--- src/rtl/pmr_pkg.sv ---
// Shared types and constants for the polyline mask rasterizer.
`default_nettype none

package pmr_pkg;

  localparam int MAX_WIDTH_DEF  = 64;
  localparam int MAX_HEIGHT_DEF = 64;

  localparam int COORD_W   = 16;  // signed vertex coordinates
  localparam int DIM_W     = 7;   // mask size registers
  localparam int CFG_IDX_W = 2;
  localparam int CFG_W     = 7;   // widest register
  localparam int CMD_W     = 2;
  localparam int PIX_W     = 8;
  localparam int ERR_W     = 20;  // Bresenham error term, signed

  localparam logic [PIX_W-1:0] PIX_SET   = 8'hFF;
  localparam logic [PIX_W-1:0] PIX_CLEAR = 8'h00;

  typedef enum logic [CMD_W-1:0] {
    CMD_VERTEX = 2'd0,
    CMD_READ   = 2'd1,
    CMD_CLEAR  = 2'd2
  } cmd_t;

  typedef enum logic [CFG_IDX_W-1:0] {
    REG_MASK_WIDTH  = 2'd0,
    REG_MASK_HEIGHT = 2'd1,
    REG_CLOSED_PATH = 2'd2
  } reg_idx_t;

  typedef enum logic [2:0] {
    S_INIT,   // clearing pass after reset
    S_IDLE,
    S_LINE,   // walking the segment to the new vertex
    S_CLOSE,  // walking the closing segment
    S_READ,   // read data ready, waiting for the output slot
    S_DONE,   // done beat waiting for the output slot
    S_CLEAR   // clearing pass on a clear command
  } state_t;

  typedef struct packed {
    logic accept_vertex;
    logic accept_read;
    logic start_clear;
    logic clear_step;
    logic walk;
    logic start_close;
  } dp_cmd_t;

  typedef struct packed {
    logic seg_done;   // walker sits on the segment end
    logic clr_done;   // clear counter on the last entry
    logic single;     // current segment came from a first vertex
    logic last;       // current vertex ends the polyline
    logic rd_hit;     // read pixel is inside and set
  } dp_stat_t;

  typedef struct packed {
    logic load;
    logic is_read;
  } out_ctl_t;

endpackage

`default_nettype wire

--- src/rtl/pmr_ctrl.sv ---
// Control state machine: sequences vertices, reads, clears and result beats.
`default_nettype none

module pmr_ctrl (
  input  wire logic              clk,
  input  wire logic              rst_n,
  input  wire logic              in_tvalid,
  input  wire pmr_pkg::cmd_t     in_cmd,
  input  wire logic              closed_path,
  input  wire logic              out_free,
  input  wire pmr_pkg::dp_stat_t stat,
  output logic                   in_tready,
  output pmr_pkg::dp_cmd_t       dp_cmd,
  output pmr_pkg::out_ctl_t      out_ctl
);
  import pmr_pkg::*;

  state_t state_r, state_nxt;

  always_ff @(posedge clk) begin
    if (!rst_n) begin
      state_r <= S_INIT;
    end else begin
      state_r <= state_nxt;
    end
  end

  // next state
  always_comb begin
    state_nxt = state_r;
    case (state_r)
      S_INIT: begin
        if (stat.clr_done) state_nxt = S_IDLE;
      end
      S_CLEAR: begin
        if (stat.clr_done) state_nxt = S_DONE;
      end
      S_IDLE: begin
        if (in_tvalid) begin
          case (in_cmd)
            CMD_VERTEX: state_nxt = S_LINE;
            CMD_READ:   state_nxt = S_READ;
            CMD_CLEAR:  state_nxt = S_CLEAR;
            default:    state_nxt = S_IDLE;
          endcase
        end
      end
      S_LINE: begin
        if (stat.seg_done) begin
          if (!stat.last) begin
            state_nxt = S_IDLE;
          end else if (closed_path && !stat.single) begin
            state_nxt = S_CLOSE;
          end else begin
            state_nxt = S_DONE;
          end
        end
      end
      S_CLOSE: begin
        if (stat.seg_done) state_nxt = S_DONE;
      end
      S_READ, S_DONE: begin
        if (out_free) state_nxt = S_IDLE;
      end
      default: state_nxt = S_INIT;
    endcase
  end

  // outputs
  always_comb begin
    in_tready = 1'b0;
    dp_cmd    = '0;
    out_ctl   = '0;
    case (state_r)
      S_INIT, S_CLEAR: begin
        dp_cmd.clear_step = 1'b1;
      end
      S_IDLE: begin
        in_tready = 1'b1;
        if (in_tvalid) begin
          case (in_cmd)
            CMD_VERTEX: dp_cmd.accept_vertex = 1'b1;
            CMD_READ:   dp_cmd.accept_read   = 1'b1;
            CMD_CLEAR:  dp_cmd.start_clear   = 1'b1;
            default:    ;
          endcase
        end
      end
      S_LINE: begin
        dp_cmd.walk = 1'b1;
        if (stat.seg_done && stat.last && closed_path && !stat.single) begin
          dp_cmd.start_close = 1'b1;
        end
      end
      S_CLOSE: begin
        dp_cmd.walk = 1'b1;
      end
      S_READ: begin
        out_ctl.load    = out_free;
        out_ctl.is_read = 1'b1;
      end
      S_DONE: begin
        out_ctl.load = out_free;
      end
      default: ;
    endcase
  end

endmodule

`default_nettype wire

--- config.mk ---
export PLATFORM = sky130hd
export DESIGN_NAME = pmr_ctrl
export DESIGN_NICKNAME = d
export VERILOG_FILES = /design/src/rtl/pmr_pkg.sv /design/src/rtl/pmr_ctrl.sv
export SDC_FILE = /design/constraint.sdc
export NUM_CORES = 1
export LEC_CHECK = 0
export ABC_CLOCK_PERIOD_IN_PS = 2900
export BUFFER_PORTS_ARGS = -buffer_cell sky130_fd_sc_hd__buf_2
export CAP_MARGIN = 10
export CORE_AREA = 2 2 39 41
export DETAILED_ROUTE_END_ITERATION = 10
export DIE_AREA = 0 0 41 43
export PLACE_DENSITY = 0.61
export SLEW_MARGIN = 10
export SYNTH_ARGS = -nofsm -noshare
export SYNTH_HDL_FRONTEND = slang
export SYNTH_SLANG_ARGS = --single-unit
--- constraint.sdc ---
create_clock -name clk -period 2.9 [get_ports clk]
set_clock_uncertainty 0.2 [all_clocks]
set_input_delay 0.29 -clock clk [delete_from_list [all_inputs] [get_ports clk]]
set_output_delay 0.29 -clock clk [all_outputs]
set_load 0.02 [all_outputs]
==> metrics.md, run 1 <==
| Metric | Value |
|---|---|
| Outcome | `completed` |
| # diodes | `0` |
| Vias per cell | `4.813` |
| Dominant synthesized flop cell | `dfxtp_1` |
| Final Hold Fails | `0` |
| Leak | `0.2828 nW` |
| Syn Area/Cell | `8.099 sq um` |
| Root buf cell | `clkbuf_4` |
| Critical path class | `reg2out` |
| Top Registers | `state_r x3` |
| Setup_tns | `0 ns` |
| CTS tree | `yes` |
| Most flop-heavy register | `state_r` |
| Largest net degree at the start of global routing | `15` |
| Hold_ws | `0.1248 ns` |
| Global-route wire length before repair | `1414 um` |
| Detail Route Antenna Nets | `0` |
| Core area | `1384 sq um` |
| Placed Area | `530.5 sq um` |
| Tmin final | `1.944 ns` |
| Antenna violations before repair | `0` |
| Die area | `1763 sq um` |
| Synth area leaders | `dfxtp_1, ha_1, buf_6, inv_1, mux2i_1` |
| CP Cell Sequence | `nand2b_4 > nor4_2 > and2_1 > buf_2` |
| Max capacitance violation total | `0` |
| Post-DP HPWL | `702.7 um` |
| Netlist cell types | `29` |
| Synth async-reset ratio | `0%` |
| Routability cong. | `0.7296` |
| H-tree Lvls | `1` |
| Resized Gates After CTS | `0` |
| Number of flip-flops under the largest register name | `3` |
| Synth Cell Area | `445.4 sq um` |
| DR iter-0 viols | `11` |
| CP Data Required Time | `2.41 ns` |
| Postcts setup bufs | `0` |
| Max stage delay on crit path | `0.61 ns` |
| Final worst setup slack | `0.9562 ns` |
| CP Capture Type | `primary output` |
| Aggregate global-route resource usage | `11.13%` |
| Total power | `0.1970 mW` |
| Slowest cell on the critical path | `dfxtp_1` |
| Worst Path Arrival | `1.45 ns` |
| Number of global-route vias before repair | `359` |
| Startpoint types | `flop` |
| Rows | `14` |
| Yosys reg bits | `3` |
| Grt total ovfl | `0` |
| Worst-skew pair later-pin latency | `0.24 ns` |
| Area leader, netlist | `dfxtp_1` |
| Post-CTS Hold Fix Bufs | `0` |
| Post-route cell area | `556.8 sq um` |
| RSZ-0062 raised after global routing | `false` |
| Chip height | `43 um` |
| CP bufs+invs | `1` |
| EDFF count, synth | `0` |
| Die width | `41 um` |
| Layout Nets | `92` |
| Synth top area share | `13.48%` |
| Number of warnings issued by yosys | `0` |
| Starting Density | `32.19%` |
| Pre-CTS WS | `1.211 ns` |
| Worst-margin pin slew | `0.4836 ns` |
| CP Max Fanout | `12` |
| Wire length per cell | `9.747 um` |
| CP top delay family | `flip-flops` |
| Count leader, synth | `inv_1` |
| Synth cell count leaders | `inv_1, nor2_1, ha_1, nand2_1` |
| IO buf count | `19` |
| Pwr dens | `353.8 nW/um^2` |
| Cells after Synth | `55` |
| Fin crit share | `67.03%` |
| DRC | `0` |
| FMAX | `514.5 MHz` |
| Vias | `438` |
| Layout area overhead | `25.00%` |
| Hold WC Path Type | `in2reg` |
| Relative slew margins | `67.72%` |
| Mapped Nets | `71` |
| Ports | `21` |
| Bufs on Longest Clock Path | `2` |
| Final slew viol count | `0` |
| Clk sinks | `3` |
| TritonRoute pass-1 iters | `4` |
| Final setup fails | `0` |
| VDD IR max | `0.1377 mV` |
| Fillcell total | `145` |
| Cts bufs inserted | `3` |
| CTS clk-pin slew, worst paths | `0.04 ns` |
| Layout cells sized above 1 | `36.00%` |
| Routed wire length | `887 um` |
| Sequential area share after synthesis | `13.48%` |
-- worst reg2reg max path: cells and delay by family, from the launching register on --
family,cells,cell delay (ns)
compound gates,2,0.43
flops,1,0.57
simple gates,2,0.30
-- layout by cell type, fill, tap and decap left out, types with 2 or more instances in the layout --
cell type  synthesis  layout
mux2i_1            2       2
inv_1              6       6
nand2b_1           3       3
nor2b_1            2       2
clkbuf_4           0       3
ha_1               4       4
dfxtp_1            3       3
a21oi_1            2       2
nor2_1             5       5
and3_1             3       3
nand2_1            4       4
buf_2              0      19
a211oi_1           2       2
-- metrics by stage --
stage | utilization, % | cells
floorplan | - | 55
global placement | 38.34 | 87
detailed placement | 38.34 | 87
CTS | 40.24 | 91
global route | 40.24 | 91
finish | 40.24 | 91
-- cell families (layout without fill, tap and decap cells) --
| kind of cell | Yosys count | count (layout) | synth area share (%) |
|---|---|---|---|
| mux | 2 | 2 | 4.495 |
| compound gates | 11 | 11 | 19.66 |
| simple gates | 26 | 26 | 39.33 |
| flops | 3 | 3 | 13.48 |
| buf+inv | 9 | 29 | 11.80 |
| fa+ha+maj | 4 | 4 | 11.24 |
-- layer usage --
layer  vias to the layer above  global-route usage (%)  wire length [um]  share of wire, %
met1                       194                   13.46               383                43
li1                        231                       -                 -                 -
met5                         -                       0                 0                 0
met2                        13                   18.75               453                51
met4                         0                   4.000                 0                 0
met3                         0                   1.571                50               5.6
-- cell type report --
class / count / area [sq um] / share of cell area (%)
Clock buffer: 4 / 26.28 / 4.719
Inverter: 6 / 22.52 / 4.045
Multi-Input combinational cell: 43 / 332.8 / 59.78
Sequential cell: 3 / 60.06 / 10.79
Tap cell: 16 / 20.02 / 3.596
Timing Repair Buffer: 19 / 95.09 / 17.08
-- path summary, 6_finish.rpt --
path,start,depth (start not counted),slack [ns],to
worst min-delay path,rst_n,2,0.12,state_r[0]
worst max register to register,state_r[2],4,1.28,state_r[0]
worst min register to register,state_r[2],2,0.46,state_r[2]
worst max-delay path,state_r[1],4,0.96,dp_cmd[0]
-- power breakdown --
group	internal [mW]	total (mW)	switching, mW
Sequential	0.0445	0.0551	0.0106
Clock	0.0516	0.0744	0.0228
Combinational	0.0343	0.0675	0.0332
Power figures use the tool's default switching activity.
==> inputs of run 2 (changes only) <==
ABC_CLOCK_PERIOD_IN_PS = 2000   (was 2900)
clock period = 2 ns   (was 2.9 ns; I/O delays follow)
==> metrics.md, run 2 (synthesis results as in run 1) <==
| Metric | Value |
|---|---|
| Outcome | `completed` |
| P_int | `0.1904 mW` |
| Pwr dens | `531.6 nW/um^2` |
| Comb pwr share | `33.1%` |
| Die area | `1763 sq um` |
| Largest net degree at the start of global routing | `15` |
| CP Capture Type | `primary output` |
| WHS Endpoint | `state_r[0]` |
| Sw Ratio | `35.82%` |
| Critical register-to-register path endpoint | `state_r[0]` |
| CTS clk-pin slew, worst paths | `0.04 ns` |
| Register-to-register setup slack | `0.37 ns` |
| Global Route met2 Usage | `20.00%` |
| Setup_tns | `0 ns` |
| Wire length per cell | `10.27 um` |
| Layout area overhead | `25.28%` |
| P_sw | `0.1062 mW` |
| Vias | `446` |
| Hold Path Origin | `rst_n` |
| Pre-CTS WS | `0.3901 ns` |
| Slowest cell on the critical path | `dfxtp_1` |
| Final worst setup slack | `0.1318 ns` |
| GR met1 Demand/Resource | `14.10%` |
| Tmin final | `1.868 ns` |
| Hold WC Path Type | `in2reg` |
| Aggregate global-route resource usage | `12.34%` |
| Fin crit share | `93.41%` |
| Layout cells sized above 1 | `37.33%` |
| Leak | `0.2831 nW` |
| Final setup fails | `0` |
| Rows | `14` |
| Worst Path Arrival | `1.47 ns` |
| DRC | `0` |
| Hold Path Cell Cnt | `2` |
| CP Cell Sequence | `nand2b_4 > nor4_2 > and2_1 > buf_2` |
| FMAX | `535.3 MHz` |
| Chip height | `43 um` |
| Placed Area | `530.5 sq um` |
| Clk sinks | `3` |
| Reg2reg path depth | `4` |
| Final Hold Fails | `0` |
| Global-route wire length before repair | `1483 um` |
| Layout Utilization | `40.33%` |
| Routed wire length | `935 um` |
| Starting Density | `32.19%` |
| Resized Gates After CTS | `0` |
| Clock share of power | `39.8%` |
| Bufs on Longest Clock Path | `2` |
| Detail Route Antenna Nets | `0` |
| Relative slew margins | `68.03%` |
| Commonest non-fill, non-tap cell in the layout | `buf_2` |
| Number of flip-flops under the largest register name | `3` |
| Global route hottest layer | `met2` |
| Max stage delay on crit path | `0.61 ns` |
| IO buf count | `19` |
| Cts bufs inserted | `3` |
| Antenna violations before repair | `0` |
| Commonest non-fill, non-tap cells in the layout | `buf_2, inv_1, nor2_1` |
| Launch point of the worst reg-to-reg path | `state_r[2]` |
| H-tree Lvls | `1` |
| CTS tree | `yes` |
| Root buf cell | `clkbuf_4` |
| Worst-skew pair later-pin latency | `0.25 ns` |
| DR iter-0 viols | `11` |
| Routability cong. | `0.7278` |
| Postcts setup bufs | `0` |
| Number of global-route vias before repair | `370` |
| Hold_ws | `0.02153 ns` |
| Startpoint types | `flop` |
| Flop pwr share | `27.2%` |
| Critical path class | `reg2out` |
| TritonRoute pass-1 iters | `4` |
| Post-route cell area | `558.0 sq um` |
| CP Max Fanout | `12` |
| Layout Nets | `92` |
| Worst-margin pin slew | `0.4789 ns` |
| Post-CTS Hold Fix Bufs | `0` |
| VDD IR max | `0.2041 mV` |
| CP Data Required Time | `1.60 ns` |
| Final slew viol count | `0` |
| Ports | `21` |
| Post-DP HPWL | `711.9 um` |
| Die width | `41 um` |
| # diodes | `0` |
| Vias per cell | `4.901` |
| Core area | `1384 sq um` |
| RSZ-0062 raised after global routing | `false` |
| Most flop-heavy register | `state_r` |
| Top Registers | `state_r x3` |
| Max capacitance violation total | `0` |
| Grt total ovfl | `0` |
| Met3 usage | `1.571%` |
run 2: cell counts in the layout (fill, tap and decap cells not counted):
No cell type changed its count.
run 2: final cells by class:
type                       instances  area, sq um
multi-input combinational         43        332.8
sequential                         3        61.31
inverter                           6        22.52
tap                               16        20.02
clock buffer                       4        26.28
fill                             146        825.8
timing repair buffer              19        95.09
run 2: per-stage QoR:
| stage | std cells | total power [mW] |
|---|---|---|
| 2_1_floorplan | 55 | 0.1548 |
| 3_3_place_gp | 87 | 0.1787 |
| 3_5_place_dp | 87 | 0.1795 |
| 4_1_cts | 91 | 0.2958 |
| 5_1_grt | 91 | 0.3199 |
| 6_report | 91 | 0.2966 |
run 2: how the worst max path moves through the flow:
| stage | start | end | slack, ns | cells after the start |
|---|---|---|---|---|
| finish | state_r[1] | dp_cmd[0] | 0.13 | 4 |
| global route | state_r[1] | dp_cmd[0] | 0.07 | 4 |
| CTS | state_r[0] | dp_cmd[3] | 0.14 | 3 |
| detailed placement | state_r[2] | state_r[0] | 0.39 | 4 |
| global placement | state_r[0] | state_r[2] | 0.38 | 4 |
| floorplan | state_r[2] | dp_cmd[3] | 0.49 | 3 |
run 2: per-layer routing:
| layer | routed length [um] | share of wire, % | vias up |
|---|---|---|---|
| met5 | 0 | 0 | - |
| met4 | 24 | 2.6 | 0 |
| met3 | 46 | 4.9 | 3 |
| met2 | 471 | 50 | 13 |
| met1 | 392 | 42 | 198 |
| li1 | - | - | 232 |
run 2: worst max-delay path: cells and delay by family, from the launching register on:
kind	cells	cell delay, ns
buffers and inverters	1	0.16
flip-flops	1	0.61
AND/OR/NAND/NOR	3	0.46
run 2: power groups by stage:
stage,sequential [mW],clock [mW],combinational (mW)
floorplan,0.0697,0,0.0851
global placement,0.0809,0,0.0978
detailed placement,0.0807,0,0.0988
CTS,0.0799,0.117,0.0992
global route,0.0826,0.129,0.108
finish,0.0805,0.118,0.0981
